### config.mk
export PLATFORM = sky130hd
export DESIGN_NAME = rpv_rotate
export DESIGN_NICKNAME = d
export VERILOG_FILES = /design/src/hdl/rpv_pkg.sv /design/src/hdl/rpv_rotate.sv
export SDC_FILE = /design/constraint.sdc
export NUM_CORES = 2
export LEC_CHECK = 0
export ABC_AREA = 1
export BUFFER_PORTS_ARGS = -buffer_cell sky130_fd_sc_hd__buf_2
export CAP_MARGIN = 5
export CORE_MARGIN = 2
export CORE_UTILIZATION = 35
export CTS_BUF_LIST = sky130_fd_sc_hd__clkbuf_16
export CTS_CLUSTER_SIZE = 14
export DETAILED_ROUTE_END_ITERATION = 8
export PLACE_DENSITY = 0.47
export SLEW_MARGIN = 10
export SYNTH_ARGS = -nofsm -noshare
export SYNTH_HDL_FRONTEND = slang
export SYNTH_SLANG_ARGS = --single-unit
### constraint.sdc
create_clock -name clock -period 13.91 [get_ports clock]
set_clock_uncertainty 0.15 [all_clocks]
set_input_delay 4.173 -clock clock [delete_from_list [all_inputs] [get_ports clock]]
set_output_delay 4.173 -clock clock [all_outputs]
set_load 0.05 [all_outputs]
### src/hdl/rpv_pkg.sv
// ----------------------------------------------------------------------------
// rpv_pkg
// Shared types, register codes and the quarter-wave cosine table.
// ----------------------------------------------------------------------------
package rpv_pkg;

   localparam int CSR_ADDR_W = 4;

   typedef enum logic [1:0] {
      REG_CENTER_X        = 2'd0,
      REG_CENTER_Y        = 2'd1,
      REG_FOCAL_SCALE     = 2'd2,
      REG_VIEWER_DISTANCE = 2'd3
   } reg_index_type;

   localparam logic [7:0]  CENTER_X_RESET        = 8'd64;
   localparam logic [7:0]  CENTER_Y_RESET        = 8'd32;
   localparam logic [11:0] FOCAL_SCALE_RESET     = 12'd1000;
   localparam logic [11:0] VIEWER_DISTANCE_RESET = 12'd1100;

   // coordinate width through the rotations (|v| <= 128*sqrt(3))
   localparam int COORD_W = 10;
   // numerator magnitude: 4095 * 222 fits in 20 bits
   localparam int NUM_W   = 20;
   localparam int DEN_W   = 13;

   function automatic logic [16:0] cos_q16(input logic [4:0] k);
      logic [16:0] v;
      case (k)
         5'd0:  v = 17'd65536;
         5'd1:  v = 17'd65220;
         5'd2:  v = 17'd64277;
         5'd3:  v = 17'd62714;
         5'd4:  v = 17'd60547;
         5'd5:  v = 17'd57798;
         5'd6:  v = 17'd54491;
         5'd7:  v = 17'd50660;
         5'd8:  v = 17'd46341;
         5'd9:  v = 17'd41576;
         5'd10: v = 17'd36410;
         5'd11: v = 17'd30893;
         5'd12: v = 17'd25080;
         5'd13: v = 17'd19024;
         5'd14: v = 17'd12785;
         5'd15: v = 17'd6424;
         default: v = 17'd0;
      endcase
      return v;
   endfunction

endpackage

### src/hdl/rpv_rotate.sv
// ----------------------------------------------------------------------------
// rpv_rotate
// One plane rotation stage: a' = trunc(c*a - s*b), b' = trunc(c*b + s*a).
// Two register levels: products, then sum and truncation toward zero.
// ----------------------------------------------------------------------------
module rpv_rotate #(
   parameter int FRAC_BITS = 14
) (
   input  logic                               clock,
   input  logic                               advance,
   input  logic [5:0]                         angle,
   input  logic signed [rpv_pkg::COORD_W-1:0] a_in,
   input  logic signed [rpv_pkg::COORD_W-1:0] b_in,
   output logic signed [rpv_pkg::COORD_W-1:0] a_out,
   output logic signed [rpv_pkg::COORD_W-1:0] b_out
);

   localparam int SH   = 16 - FRAC_BITS;
   localparam int TW   = FRAC_BITS + 2;
   localparam int PW   = TW + rpv_pkg::COORD_W;
   localparam int SW   = PW + 1;

   logic [3:0]          r;
   logic [1:0]          q;
   logic [4:0]          rc;
   logic [16:0]         t_r_raw;
   logic [16:0]         t_c_raw;
   logic [17:0]         t_r_rnd;
   logic [17:0]         t_c_rnd;
   logic signed [TW-1:0] t_r;
   logic signed [TW-1:0] t_c;
   logic signed [TW-1:0] cs;
   logic signed [TW-1:0] sn;

   logic signed [PW-1:0] ca_ff, sb_ff, cb_ff, sa_ff;
   logic signed [PW-1:0] ca_in, sb_in, cb_in, sa_in;
   logic signed [SW-1:0] sum_a, sum_b;
   logic signed [SW-1:0] adj_a, adj_b;
   logic signed [rpv_pkg::COORD_W-1:0] a_ff, b_ff, a_in2, b_in2;

   always_comb begin
      r  = angle[3:0];
      q  = angle[5:4];
      rc = 5'd16 - {1'b0, r};
      t_r_raw = rpv_pkg::cos_q16({1'b0, r});
      t_c_raw = rpv_pkg::cos_q16(rc);
      t_r_rnd = ({1'b0, t_r_raw} + ((18'd1 << SH) >> 1)) >> SH;
      t_c_rnd = ({1'b0, t_c_raw} + ((18'd1 << SH) >> 1)) >> SH;
      t_r = $signed(t_r_rnd[TW-1:0]);
      t_c = $signed(t_c_rnd[TW-1:0]);
      case (q)
         2'd0: begin cs = t_r;  sn = t_c;  end
         2'd1: begin cs = -t_c; sn = t_r;  end
         2'd2: begin cs = -t_r; sn = -t_c; end
         default: begin cs = t_c; sn = -t_r; end
      endcase
      ca_in = PW'(cs * a_in);
      sb_in = PW'(sn * b_in);
      cb_in = PW'(cs * b_in);
      sa_in = PW'(sn * a_in);
      sum_a = SW'(ca_ff) - SW'(sb_ff);
      sum_b = SW'(cb_ff) + SW'(sa_ff);
      adj_a = sum_a + (sum_a[SW-1] ? SW'((1 << FRAC_BITS) - 1) : SW'(0));
      adj_b = sum_b + (sum_b[SW-1] ? SW'((1 << FRAC_BITS) - 1) : SW'(0));
      a_in2 = adj_a[FRAC_BITS +: rpv_pkg::COORD_W];
      b_in2 = adj_b[FRAC_BITS +: rpv_pkg::COORD_W];
   end

   always_ff @(posedge clock) begin
      if (advance) begin
         ca_ff <= ca_in;
         sb_ff <= sb_in;
         cb_ff <= cb_in;
         sa_ff <= sa_in;
         a_ff  <= a_in2;
         b_ff  <= b_in2;
      end
   end

   assign a_out = a_ff;
   assign b_out = b_ff;

endmodule

Word-level counts from Yosys, hierarchy flattened. Memory sizes are Yosys's and may differ from the RTL's. Cells that the tools add are included.

Bits in registers: 124. Memory bits (read-only): 544. Input bits: 28. Output and inout port bits: 20. Memories kept: 2.

Add/subtract/negate cells: 9. Multiply operators: 4. Eq/ne operators: 2. Multiplexer cells: 5. Reduce and logical (&&, ||, !) cells: 1.

Memories: (no name shown) (depth 16, bits a word 17, read ports 1, clocked after Yosys merged registers in 0, wr ports 0, RTL line rpv_pkg.sv:29) `case (k)`; (no name shown) (depth 16, bits a word 17, read ports 1, clocked after Yosys merged registers in 0, wr ports 0, RTL line rpv_pkg.sv:29).

Operators with widths (number): $mul 16x10->26 (4); $pmux 16 s3 (2); $add 24x15->24 (2); $add 17x2->18 const B (2); $neg 16->16 (2); $mux 14 (2); $add 26x26->27 (1); $sub 26x26->27 (1); $mux 17 (1); $sub 5x4->5 const A (1); $eq 2x1->1 const B (1); $eq 2x2->1 const B (1); $logic_not 2->1 (1).

Logic depth before layout (Yosys ltp). An unclocked memory read counts as a cell.

Word-level depth: 7. Gate-level depth with buffers: 48. Depth with buffers taken out: 47.

Least setup slack after synthesis. OpenSTA, ideal clock, no wires.

Path kind: input to register. Start: in angle[0]. End: reg sb_ff[25], data pin. Library setup time: 264 ps. Arrival: 11799 ps. Required time: 13496 ps. Setup slack: 1697 ps. Stages on the path: 39. Buffers on the path: 3. Path through: buf_4 -> inv_2 -> ha_1 -> ha_1 -> buf_2 -> a21oi_1 -> nor2_2 -> nor2_4 -> ha_1 -> nand4_1 -> nand2_1 -> ha_1 -> nand2_2 -> nor2_4 -> nand3_1 -> xor2_1 -> o21bai_1 -> nand2_1 -> (+3 left out) -> fa_1 -> inv_1 -> fa_1 -> inv_1 -> fa_1 -> fa_1 -> inv_1 -> fa_1 -> ha_1 -> a21oi_1 -> a21boi_0 -> o21ai_0 -> a21boi_0 -> o21bai_1 -> a21oi_1 -> o21ai_0 -> a31oi_1 -> xor2_1.

Longest elaborated chain between the ends: 7. Elaborated cells on any way between the ends: 10. Those cells by class: 5 x add/sub; 1 x mul; 2 x mux; 2 x memory.

RTL lines: from (decl) (RTL line rpv_rotate.sv:11) `input logic [5:0] angle,`; $sub 5x4->5 (RTL line rpv_rotate.sv:44) `rc = 5'd16 - {1'b0, r};`; $mem_v2 16x17; $mux 17 (RTL line rpv_pkg.sv:29); $add 17x2->18 (RTL line rpv_rotate.sv:48) `t_c_rnd = ({1'b0, t_c_raw} + ((18'd1 << SH) >> 1)) >> SH;`; $neg 16->16 (RTL line rpv_rotate.sv:54) `2'd2: begin cs = -t_r; sn = -t_c; end`; $pmux 16 s3 * (RTL line rpv_rotate.sv:51) `case (q)`; $mul 16x10->26 * (RTL line rpv_rotate.sv:58) `sb_in = PW'(sn * b_in);`; via sb_in[25] (RTL line rpv_rotate.sv:36) `logic signed [PW-1:0] ca_in, sb_in, cb_in, sa_in;`; to (signal assigned) (RTL line rpv_rotate.sv:72) `sb_ff <= sb_in;`; to (decl) (RTL line rpv_rotate.sv:35) `logic signed [PW-1:0] ca_ff, sb_ff, cb_ff, sa_ff;`.

Mark *: on every way through the listed nets, which the timed path passes. The rest lies on a longest branch. A chain may end at the register's enable or synchronous reset.

Worst setup path in the final report. Same ends and word-level chain as after synthesis.

==> summary.md <==
| Metric | Value |
|---|---|
| Share of cells above drive strength 1 | 7.27% |
| Top-Level Pins | 48 |
| Async S/R FF share, synth | 0% |
| Synthesized flop and latch total | 124 |
| CP Data Required Time | 13,960 ps |
| Outcome | finished clean |
| Max FO, Critical Path | 13 |
| Max Buffers Root-to-Sink | 2 |
| RR Startpoint | sb_ff[0]$_DFFE_PP_ |
| Buf/Inv on CP | 11 |
| R2r endpoint | a_out[5]$_DFFE_PP_ |
| Post-route cell area | 37,200 µm² |
| Area growth syn-to-layout | 7.45% |
| # setup viols final | 0 |
| Setup tns final | 0 ps |
| Clock slew at reported path FFs | 60 ps |
| Routed len/inst | 19.7 µm |
| Slew @ Worst Pin | 1120 ps |
| Post-synth cell types | 55 |
| Global route overflow | 0 |
| CTS tree | built |
| Stages on worst setup path | 43 |
| Die height | 319 µm |
| Fill cells | 10,400 |
| Worst Hold Class | reg -> reg |
| Synthesized cell area | 34,700 µm² |
| Initial core utilization | 35.3% |
| Drt total wl | 112 mm |
| Worst hold slack | 805 ps |
| R2r worst-path depth | 20 |
| Yosys warns | 0 |
| RSZ-0062 raised after global routing | no |
| Area taken by multi-input logic gates | 26,900 µm² |
| Initial antenna violation count | 8 |
| Delay-heaviest family, CP | adder cells |
| Die area | 102,000 µm² |
| Num Clock Sinks | 124 |
| Post-DR vias/cell | 5.07 |
| Post-detail-place hpwl | 91.9 mm |
| GPL Wtd Cong | 0.932 |
| Peak Freq | 0.0763 GHz |
| I/O Buffers | 47 |
| Tcrit/Tclk final | 94.3% |
| Vias in the first global route | 29,400 |
| Final hold violation count | 0 |
| Chip Width | 319 µm |
| Placed cell areas | 36,600 µm² |
| Antenna-violating nets left | 0 |
| Crit path kind | in -> reg |
| Sequential-to-total area share from yosys stat | 10.7% |
| Nets | 5,314 |
| DRC | 0 |
| Non-Filler Instances | 5,694 |
| Cells after DPL | 5,660 |
| Startpoint Class | input pin |
| Max-slew violation count | 0 |
| Largest net degree at the start of global routing | 66 |
| Max Cap Viol | 0 |
| Slew headroom | 25.3% |
| CP Capture Type | flip-flop |
| Row cnt | 115 |
| Drt initial violations | 2,068 |
| Cells after synthesis | 4,358 |
| Syn Nets | 5,280 |
| Post-CTS setup buffers | 0 |
| Syn avg cell area | 7.95 µm² |
| FF/Latch Area | 3720 µm² |
| R2R setup slack | 9310 ps |
| CTS Root Buffer Type | clkbuf_16 |
| First-pass GRT wire length | 173 mm |
| CTS Buf Count | 17 |
| Worst skew pair latency | 460 ps |
| Vias after detailed routing | 28,900 |
| Critical Path End | sb_ff[25]$_DFFE_PP_ |
| EDFF count, synth | 124 |
| TritonRoute pass-1 iters | 5 |
| WP data arrival | 13,170 ps |
| CP max-delay cell | fa_1 |
| Core area | 98,300 µm² |
| Max incr delay on CP | 560 ps |
| Min Tclk post-route | 13,110 ps |
| Synth Flop Type | edfxtp_1 |
| Setup crit start | angle[0] |
| Total track usage | 22.5% |
| # H-tree levels | 4 |
[flip-flops by register name (all words and copies together), names as in the netlist]
register  cells
ca_ff        26
sb_ff        26
b_out        10
cb_ff        26
sa_ff        26
a_out        10
[synth_stat cells, drive strengths merged, types with 7 or more instances]
cell type,instances,area [µm²]
inv,912,3440
nand2,765,3010
fa,558,11200
nor2,466,1990
nand3,369,1970
ha,336,4200
a21oi,213,1070
o21ai,136,707
edfxtp,124,3720
xor2,122,1080
clkbuf,87,327
xnor2,58,508
nand4,43,269
buf,37,267
nor3,18,90.1
nand3b,15,113
o21bai,14,116
or2,12,75.1
a21boi,9,67.6
a21o,9,67.6
o221ai,7,61.3
[placed cells by master (no fill, tap or decap), types with 15 or more instances in the layout]
master | netlist | layout
nor3_1 | 18 | 18
buf_2 | 18 | 46
nor2_1 | 410 | 410
nand3b_1 | 15 | 15
xnor2_1 | 58 | 58
xor2_1 | 121 | 121
inv_2 | 18 | 18
a21oi_1 | 212 | 212
nand4_1 | 43 | 43
o21ai_0 | 118 | 118
buf_4 | 7 | 91
ha_1 | 336 | 336
inv_1 | 891 | 891
nor2_4 | 18 | 18
edfxtp_1 | 124 | 124
nand2_2 | 21 | 21
nand2_1 | 733 | 733
nand3_1 | 351 | 351
clkbuf_16 | 0 | 17
fa_1 | 558 | 558
nor2_2 | 37 | 37
[how the worst min path moves through the flow]
| stage | slack (ps) | startpoint | end | cells after the start |
|---|---|---|---|---|
| 2_1_floorplan | 620 | sa_ff[23]$_DFFE_PP_ | b_out[9]$_DFFE_PP_ | 5 |
| 3_3_place_gp | 780 | ca_ff[23]$_DFFE_PP_ | a_out[9]$_DFFE_PP_ | 5 |
| 3_5_place_dp | 770 | ca_ff[23]$_DFFE_PP_ | a_out[9]$_DFFE_PP_ | 5 |
| 4_1_cts | 790 | ca_ff[23]$_DFFE_PP_ | a_out[9]$_DFFE_PP_ | 5 |
| 5_1_grt | 840 | ca_ff[23]$_DFFE_PP_ | a_out[9]$_DFFE_PP_ | 5 |
| 6_report | 810 | sa_ff[14]$_DFFE_PP_ | b_out[0]$_DFFE_PP_ | 5 |
[per-stage QoR]
stage	setup WS, ps	utilization (%)
global route	49.4	37.9
CTS	713	37.9
detailed placement	213	37.3
global placement	422	37.3
floorplan	1700	-
finish	797	37.9
[per-layer routing]
layer  track usage [%]  part of all wire (%)  up-vias
met5                 0                 0.055        -
met4              8.06                   3.7       10
met3              3.50                   6.6      151
met2              35.6                    45      853
met1              31.0                    45    14200
li1                  -                     -    13600
[final cells by class]
type	count	share of cell area [%]
clock buffers	17	1.14
repair buffers	139	2.54
clock inverters	14	0.480
diodes	3	0.0202
well taps	1287	4.32
multi-input cells	3192	72.2
flip-flops and latches	124	10.0
inverters	918	9.29
[logic make-up after synthesis]
kind of cell | after synthesis | share of synthesized area (%)
xor+xnor | 180 | 4.57
buf+inv | 1042 | 11.7
simple gates | 1698 | 21.9
fa+ha+maj | 894 | 44.4
flops | 124 | 10.7
compound gates | 420 | 6.75
[worst register-to-register path: stages (launching register included)]
cell	delay [ps]
edfxtp_1	390
ha_1	190
inv_1	80
fa_1	200
nand2_1	60
nand3_1	60
o21ai_0	250
o21ai_1	470
inv_1	110
o21ai_1	260
nand2_1	120
nand3b_1	100
nand2_1	150
inv_1	410
ha_1	360
a21oi_1	210
o21ai_0	130
a21oi_1	190
nand2_1	220
nand3b_1	170
nand2_1	60
[timing repair]
action,CTS,global route
hold buffers,0,0
setup endpoints to repair,0,1
gates resized for setup,0,1
Power is left out: the tool's default activity adds up to more than one toggle a clock period on the data nets, which glitch-free logic cannot reach.
