$ cat src/hdl/rpv_pkg.sv
// ----------------------------------------------------------------------------
// rpv_pkg
// Shared types, register codes and the quarter-wave cosine table.
// ----------------------------------------------------------------------------
package rpv_pkg;

   localparam int CSR_ADDR_W = 4;

   typedef enum logic [1:0] {
      REG_CENTER_X        = 2'd0,
      REG_CENTER_Y        = 2'd1,
      REG_FOCAL_SCALE     = 2'd2,
      REG_VIEWER_DISTANCE = 2'd3
   } reg_index_type;

   localparam logic [7:0]  CENTER_X_RESET        = 8'd64;
   localparam logic [7:0]  CENTER_Y_RESET        = 8'd32;
   localparam logic [11:0] FOCAL_SCALE_RESET     = 12'd1000;
   localparam logic [11:0] VIEWER_DISTANCE_RESET = 12'd1100;

   // coordinate width through the rotations (|v| <= 128*sqrt(3))
   localparam int COORD_W = 10;
   // numerator magnitude: 4095 * 222 fits in 20 bits
   localparam int NUM_W   = 20;
   localparam int DEN_W   = 13;

   function automatic logic [16:0] cos_q16(input logic [4:0] k);
      logic [16:0] v;
      case (k)
         5'd0:  v = 17'd65536;
         5'd1:  v = 17'd65220;
         5'd2:  v = 17'd64277;
         5'd3:  v = 17'd62714;
         5'd4:  v = 17'd60547;
         5'd5:  v = 17'd57798;
         5'd6:  v = 17'd54491;
         5'd7:  v = 17'd50660;
         5'd8:  v = 17'd46341;
         5'd9:  v = 17'd41576;
         5'd10: v = 17'd36410;
         5'd11: v = 17'd30893;
         5'd12: v = 17'd25080;
         5'd13: v = 17'd19024;
         5'd14: v = 17'd12785;
         5'd15: v = 17'd6424;
         default: v = 17'd0;
      endcase
      return v;
   endfunction

endpackage

$ cat src/hdl/rpv_divide.sv
// ----------------------------------------------------------------------------
// rpv_divide
// Pipelined restoring divider: one quotient bit per stage, floor rounding,
// centre add and clamp to 0..255 at the end.
// ----------------------------------------------------------------------------
module rpv_divide (
   input  logic                              clock,
   input  logic                              advance,
   input  logic [rpv_pkg::NUM_W-1:0]         num_mag,
   input  logic                              num_neg,
   input  logic [rpv_pkg::DEN_W-1:0]         den,
   input  logic [7:0]                        center,
   output logic [7:0]                        pixel,
   output logic                              clipped
);

   localparam int NW = rpv_pkg::NUM_W;
   localparam int DW = rpv_pkg::DEN_W;
   localparam int RW = DW + 1;

   logic [NW-1:0] quo_ff [1:NW];
   logic [RW-1:0] rem_ff [1:NW];
   logic [NW-1:0] num_ff [1:NW];
   logic [DW-1:0] den_ff [1:NW];
   logic          neg_ff [1:NW];
   logic [7:0]    ctr_ff [1:NW];

   logic [7:0] pixel_ff, pixel_in;
   logic       clip_ff, clip_in;
   logic signed [NW+2:0] qv, val;

   for (genvar i = 0; i < NW; i++) begin : g_step
      logic [RW-1:0] rem_cur;
      logic [NW-1:0] quo_cur;
      logic [NW-1:0] num_cur;
      logic [DW-1:0] den_cur;
      logic          neg_cur;
      logic [7:0]    ctr_cur;
      logic [RW-1:0] trial;
      logic [RW:0]   diff;
      if (i == 0) begin : g_head
         assign rem_cur = '0;
         assign quo_cur = '0;
         assign num_cur = num_mag;
         assign den_cur = den;
         assign neg_cur = num_neg;
         assign ctr_cur = center;
      end else begin : g_body
         assign rem_cur = rem_ff[i];
         assign quo_cur = quo_ff[i];
         assign num_cur = num_ff[i];
         assign den_cur = den_ff[i];
         assign neg_cur = neg_ff[i];
         assign ctr_cur = ctr_ff[i];
      end
      always_comb begin
         trial = {rem_cur[RW-2:0], num_cur[NW-1-i]};
         diff  = {1'b0, trial} - {2'b00, den_cur};
      end
      always_ff @(posedge clock) begin
         if (advance) begin
            rem_ff[i+1] <= diff[RW] ? trial : diff[RW-1:0];
            quo_ff[i+1] <= {quo_cur[NW-2:0], ~diff[RW]};
            num_ff[i+1] <= num_cur;
            den_ff[i+1] <= den_cur;
            neg_ff[i+1] <= neg_cur;
            ctr_ff[i+1] <= ctr_cur;
         end
      end
   end

   always_comb begin
      qv = $signed({3'b000, quo_ff[NW]});
      if (neg_ff[NW]) begin
         qv = -qv - ((rem_ff[NW] != '0) ? (NW+3)'(1) : (NW+3)'(0));
      end
      val = qv + $signed({{(NW-5){1'b0}}, ctr_ff[NW]});
      if (val < 0) begin
         pixel_in = 8'd0;
         clip_in  = 1'b1;
      end else if (val > 255) begin
         pixel_in = 8'd255;
         clip_in  = 1'b1;
      end else begin
         pixel_in = val[7:0];
         clip_in  = 1'b0;
      end
   end

   always_ff @(posedge clock) begin
      if (advance) begin
         pixel_ff <= pixel_in;
         clip_ff  <= clip_in;
      end
   end

   assign pixel   = pixel_ff;
   assign clipped = clip_ff;

endmodule

$ cat config.mk
export PLATFORM = sky130hd
export DESIGN_NAME = rpv_divide
export DESIGN_NICKNAME = d
export VERILOG_FILES = /design/src/hdl/rpv_pkg.sv /design/src/hdl/rpv_divide.sv
export SDC_FILE = /design/constraint.sdc
export NUM_CORES = 1
export LEC_CHECK = 0
export ABC_AREA = 1
export BUFFER_PORTS_ARGS = -buffer_cell sky130_fd_sc_hd__buf_2
export CORE_UTILIZATION = 30
export DETAILED_ROUTE_END_ITERATION = 10
export PLACE_DENSITY = 0.52
export SETUP_SLACK_MARGIN = 0.15
export SLEW_MARGIN = 30
export SYNTH_ARGS = -nofsm -noshare
export SYNTH_HDL_FRONTEND = slang
export SYNTH_SLANG_ARGS = --single-unit
$ cat constraint.sdc
create_clock -name clock -period 5.6 [get_ports clock]
set_clock_uncertainty 0.15 [all_clocks]
set_input_delay 1.12 -clock clock [delete_from_list [all_inputs] [get_ports clock]]
set_output_delay 1.12 -clock clock [all_outputs]
set_load 0.005 [all_outputs]
Word level (Yosys, flattened, before mapping)

Memory sizes are Yosys's and may differ from the RTL's.
Cells that the tools add are included.

Memory bits (writable): 1,520
Bits in registers: 9
Memories kept: 6
Logic and storage cells: 80
Output and inout bits: 9
Input port bits: 44

Magnitude comparators: 2
Multiplexer cells: 26
$add $sub $neg: 23
Reductions and logical operators: 1
Bitwise logic cells: 20

Memory list:

| memory | words | bits a word | rd ports | clocked after Yosys merged registers in | write ports | RTL line         | text |
|---|---|---|---|---|---|---|---|
| num_ff | 20    | 20          | 19       | 0                                       | 20          | rpv_divide.sv:23 | `logic [NW-1:0] num_ff [1:NW];` |
| quo_ff | 20    | 20          | 20       | 0                                       | 20          | rpv_divide.sv:21 | `logic [NW-1:0] quo_ff [1:NW];` |
| rem_ff | 20    | 14          | 20       | 0                                       | 20          | rpv_divide.sv:22 | `logic [RW-1:0] rem_ff [1:NW];` |
| den_ff | 20    | 13          | 19       | 0                                       | 20          | rpv_divide.sv:24 | `logic [DW-1:0] den_ff [1:NW];` |
| ctr_ff | 20    | 8           | 20       | 0                                       | 20          | rpv_divide.sv:26 | `logic [7:0] ctr_ff [1:NW];` |
| neg_ff | 20    | 1           | 20       | 0                                       | 20          | rpv_divide.sv:25 | `logic neg_ff [1:NW];` |

Operator list:

| cell                                                                              | number |
|---|---|
| 14-bit by 13-bit subtractor with 15-bit output                                    | 19 |
| 14-bit two-way mux                                                                | 20 |
| 23-bit by 9-bit adder with 23-bit output                                          | 1 |
| 23-bit by 9-bit greater-than comparator with 1-bit output (second input constant) | 1 |
| 23-bit by 1-bit less-than comparator with 1-bit output (second input constant)    | 1 |
| 23-bit two-way mux                                                                | 1 |
| 20-bit negation with 23-bit output                                                | 1 |
| 23-bit by 2-bit subtractor with 23-bit output                                     | 1 |
| 1-bit inverter                                                                    | 20 |
| 14-bit nonzero test                                                               | 1 |
| 1-bit by 13-bit subtractor with 14-bit output                                     | 1 |
| 8-bit two-way mux                                                                 | 1 |
| 1-bit two-way mux                                                                 | 4 |

Longest topological paths before layout

An unclocked memory read counts as a cell.

Depth after elaboration: 8
Gate-level depth with buffers: 29
Depth with buffers taken out: 29

Worst setup path before layout

No wires, ideal clock.

Path type: flip-flop to flip-flop
Start point: reg, netlist name rem_ff[0][283]
End point: reg pixel_ff[0], in the netlist pixel[0] (data pin)
Data required time: 5.181 ns
Setup slack: 1.273 ns
Arrival: 3.908 ns
Clock period less this slack: 4.327 ns
Setup time: 0.269 ns
Cell stages (with the launch flop): 28
Cells stage by stage: edfxtp_1 > or4_1 > nor4_1 > ha_1 > ha_1 > inv_1 > ha_1 > inv_1 > nand2_1 > nand2_1 > and2_1 > xnor2_1 > o21ai_0 > ha_1 > nand2_1 > nor3_1 > nand2_1 > o211ai_1 > a21o_1 > nand3_1 > nor2_2 > nand3_2 > o21bai_1 > nand2_1 > nor2_2 > nand3_4 > nor2_1 > nor2_1

RTL lines:

| item                 | RTL line         | text |
|---|---|---|
| to (signal assigned) | rpv_divide.sv:92 | `pixel_ff <= pixel_in;` |
| to (decl)            | rpv_divide.sv:28 | `logic [7:0] pixel_ff, pixel_in;` |

==> results.py <==
metrics = {
    "timing": {
        "slew_headroom": 0.4098,
        "layout_setup_ws_ns": 0.5205,
        "max_freq_mhz": 196.9,
        "setup_violations": 0,
        "timing_worst_slew_pin_value_ns": 0.8832,
        "finalCritPeriodShare": 0.9071,
        "finalWorstPathRequiredPeriod_ns": 5.079,
        "final_number_of_max_transition_violations": 0,
        "fin_tns_setup_ns": 0,
        "finalHoldViolations": 0,
        "unrepaired_setup_endpoints_after_global_routing": "false",
    },
    "status": {
        "run_status": "finished, final reports clean",
    },
    "die": {
        "dieHeight_microns": 402.5,
        "initial_utilization": 0.3031,
        "die_x_microns": 402.5,
        "ios": 53,
        "core.rowCount": 146,
        "fp.coreArea_sq_um": 158700,
        "floorplan.die_area_sq_um": 162000,
    },
    "grt": {
        "grt_first_pass_wirelength_microns": 127900,
        "first_global_vias": 26070,
        "grt_usage": 0.09642,
        "grt_max_degree": 120,
        "global_route.overflow_total": 0,
        "number_of_antenna_violations_at_the_first_check_in_global_routing": 1,
    },
    "routing": {
        "drtIter0Drc": 1252,
        "detailedRoute.firstPassIterationCount": 5,
        "route.vias.total": 25860,
        "ant_nets": 0,
        "avgViaCountPerCell": 4.294,
        "avgRoutedWirePerCell_microns": 12.96,
        "drc": 0,
        "wl_microns": 78080,
    },
    "layout": {
        "final_core_util": 0.3460,
        "drive_above_1_share": 0.07694,
        "layout.cells.non_filler": 6023,
        "num_antenna_cells": 0,
        "area_delta_synth_final_pct": 14.16,
        "finish.net_count": 4205,
    },
    "setup_path": {
        "critPathLaunch": "rem_ff[0][283]",
        "crit_path_max_fanout": 4,
        "worst_setup_path_endpoint": "pixel[2]",
        "worstSetupEndpointType": "flop",
        "critical_path.startpoint_type": "flop",
        "library_cell_contributing_the_largest_single_delay_on_the_critical_path": "sky130_fd_sc_hd__or4_4",
        "worst_path_largest_cell_delay_ns": 0.55,
        "r2r-start": "rem_ff[0][283]",
        "cp_data_required_time_ns": 5.91,
        "library_cell_appearing_most_often_on_the_critical_path": "sky130_fd_sc_hd__nand2_1",
        "cp.arrival_ns": 5.38,
        "r2r_setup_slack_ns": 0.52,
        "r2r_end": "pixel[2]",
        "worstRegToRegCells": 28,
        "path_class": "flop to flop",
    },
    "clock_network": {
        "path_clk_slew_ns": 0.06,
        "clock_latency_ns": 0.74,
        "clock_path_buffers": 3,
        "cts_root_buf": "sky130_fd_sc_hd__clkbuf_16",
        "h-tree-depth": 3,
        "post_cts_hold_fix_bufs": 0,
        "cts_tree": "done",
        "cts_buffers": 119,
        "numClockSinks": 1097,
    },
    "yosys": {
        "netlist_top_cells_count": "sky130_fd_sc_hd__edfxtp_1 (1097), sky130_fd_sc_hd__nand2_1 (505), sky130_fd_sc_hd__inv_1 (484)",
        "post_synth_xor_area_fraction": 0.03877,
        "synthFlopType": "sky130_fd_sc_hd__edfxtp_1",
        "synth_sequential_area_ratio": 0.6846,
        "synthArstFlopShare": 0,
        "avgSynthCellArea_sq_um": 13.00,
        "synth_enable_flop_cells": 1097,
        "syn_inst": 3702,
        "yosysUniqueCellTypes": 46,
        "synth.ff_latch_count": 1097,
        "synth_area_sq_um": 48120,
        "fraction_of_synthesized_area_in_multiplexers": 0,
        "synth.most_common_cell": "sky130_fd_sc_hd__edfxtp_1",
        "synth_compound_gate_area_share": 0.06945,
        "synth_adder_area_share": 0.08139,
        "synth_simple_gate_area_share": 0.08204,
        "post-synth-top-area-cell": "sky130_fd_sc_hd__edfxtp_1",
        "synthDominantCellAreaShare": 0.6846,
        "synth_top_family_by_area": "simple AND/OR/NAND/NOR gates",
        "ys_warn_count": 0,
        "synth.area.top_cells": "sky130_fd_sc_hd__edfxtp_1 (68%), sky130_fd_sc_hd__ha_1 (7.3%), sky130_fd_sc_hd__nand2_1 (3.9%)",
    },
    "power": {
        "vdd.ir_drop.worst_mv": 0.2447,
        "leakagePower_nw": 21.61,
        "power.density_cell_area_nw_per_um2": 474.5,
    },
    "placed_design": {
        "placed_cells_incl_taps": 5806,
        "port-buffer-count": 52,
        "dpl.hpwl_microns": 53960,
        "finalWeightedCongestion": 0.8013,
        "preCtsSetupSlack_ns": 0.1711,
    },
    "min_path": {
        "min-delay-path-class": "flop to flop",
    },
    "run": {
        "drv.max_cap_violation_count": 0,
    },
}
## how the worst min path moves through the flow
stage                     cells past startpoint            from             end  slack (ns)
final                                         0  quo_ff[0][201]  quo_ff[0][222]        0.25
after global routing                          0  quo_ff[0][268]  quo_ff[0][289]        0.26
after CTS                                     0   quo_ff[0][81]  quo_ff[0][102]        0.25
after detailed placement                      0    ctr_ff[9][9]   ctr_ff[10][1]        0.25
after global placement                        0    ctr_ff[5][0]    ctr_ff[5][8]        0.25
after floorplan                               0    ctr_ff[9][8]   ctr_ff[10][0]        0.25
## layout by cell type, fill, tap and decap left out, types with 20 or more instances in the layout
| cell | instances |
|---|---|
| sky130_fd_sc_hd__a21o_1 | 28 |
| sky130_fd_sc_hd__a21oi_1 | 318 |
| sky130_fd_sc_hd__buf_2 | 51 |
| sky130_fd_sc_hd__clkbuf_1 | 20 |
| sky130_fd_sc_hd__clkbuf_16 | 120 |
| sky130_fd_sc_hd__clkinv_1 | 34 |
| sky130_fd_sc_hd__edfxtp_1 | 1097 |
| sky130_fd_sc_hd__fa_1 | 20 |
| sky130_fd_sc_hd__ha_1 | 279 |
| sky130_fd_sc_hd__inv_1 | 484 |
| sky130_fd_sc_hd__nand2_1 | 505 |
| sky130_fd_sc_hd__nand3_1 | 85 |
| sky130_fd_sc_hd__nor2_1 | 231 |
| sky130_fd_sc_hd__o21ai_0 | 192 |
| sky130_fd_sc_hd__o21bai_1 | 29 |
| sky130_fd_sc_hd__xnor2_1 | 94 |
| sky130_fd_sc_hd__xor2_1 | 119 |
## cell type report
type | instances | area, sq um
repair buffers | 76 | 613.1
clock inverters | 72 | 669.4
multi-input cells | 2071 | 13170
flip-flops and latches | 1097 | 32940
fillers | 15280 | 103800
well taps | 2072 | 2592
inverters | 495 | 1866
clock buffers | 140 | 3078
## registers in the layout (all words and copies together) (netlist names)
signal   count
rem_ff     261
ctr_ff     160
den_ff     247
clipped      1
pixel        8
quo_ff     210
num_ff     190
neg_ff      20
## repair_timing
action,in CTS,in global routing
endpoints found under the setup margin,7,9
gates resized for setup,1,16
setup buffers,0,4
gates cloned,0,1
pin swaps,0,7
## cells by family after synthesis
family          count (synthesis)
compound gates                619
xor+xnor                      213
fa+ha+maj                     301
buf+inv                       539
flops                        1097
other cells                     1
simple gates                  932
## critical path, delay by kind of cell, from the launching register on
family	cells	cell delay, ns
buffers and inverters	3	0.28
AOI/OAI and AO/OA	4	0.57
xor gates and xnor gates	1	0.11
adders and majority gates	4	0.91
and+or+nand+nor	16	2.42
DFF	1	0.36
## power breakdown
group	internal [mW]	total (mW)	leakage, nW	switching [mW]
Clock	4.33	7.50	1.83	3.18
Sequential	11.0	11.6	10.7	0.613
Combinational	2.84	6.92	9.07	4.08
## stage by stage
step	hold slack, ns	instance area [sq um]	total power, mW
finish	0.2546	54930	26.07
CTS	0.2507	54830	26.48
floorplan	0.2503	48130	17.15
detailed placement	0.2545	51070	18.79
global route	0.2554	54930	27.90
global placement	0.2501	51070	18.61
## routing by layer
| metal | GRT usage | vias up | wire length, microns |
|---|---|---|---|
| met5 | 0 | - | 0 |
| met4 | 0.03629 | 0 | 2491 |
| met3 | 0.02082 | 164 | 2666 |
| met2 | 0.1765 | 276 | 39970 |
| met1 | 0.1089 | 12140 | 32950 |
| li1 | - | 13290 | - |
(Power assumes the default switching activity.)
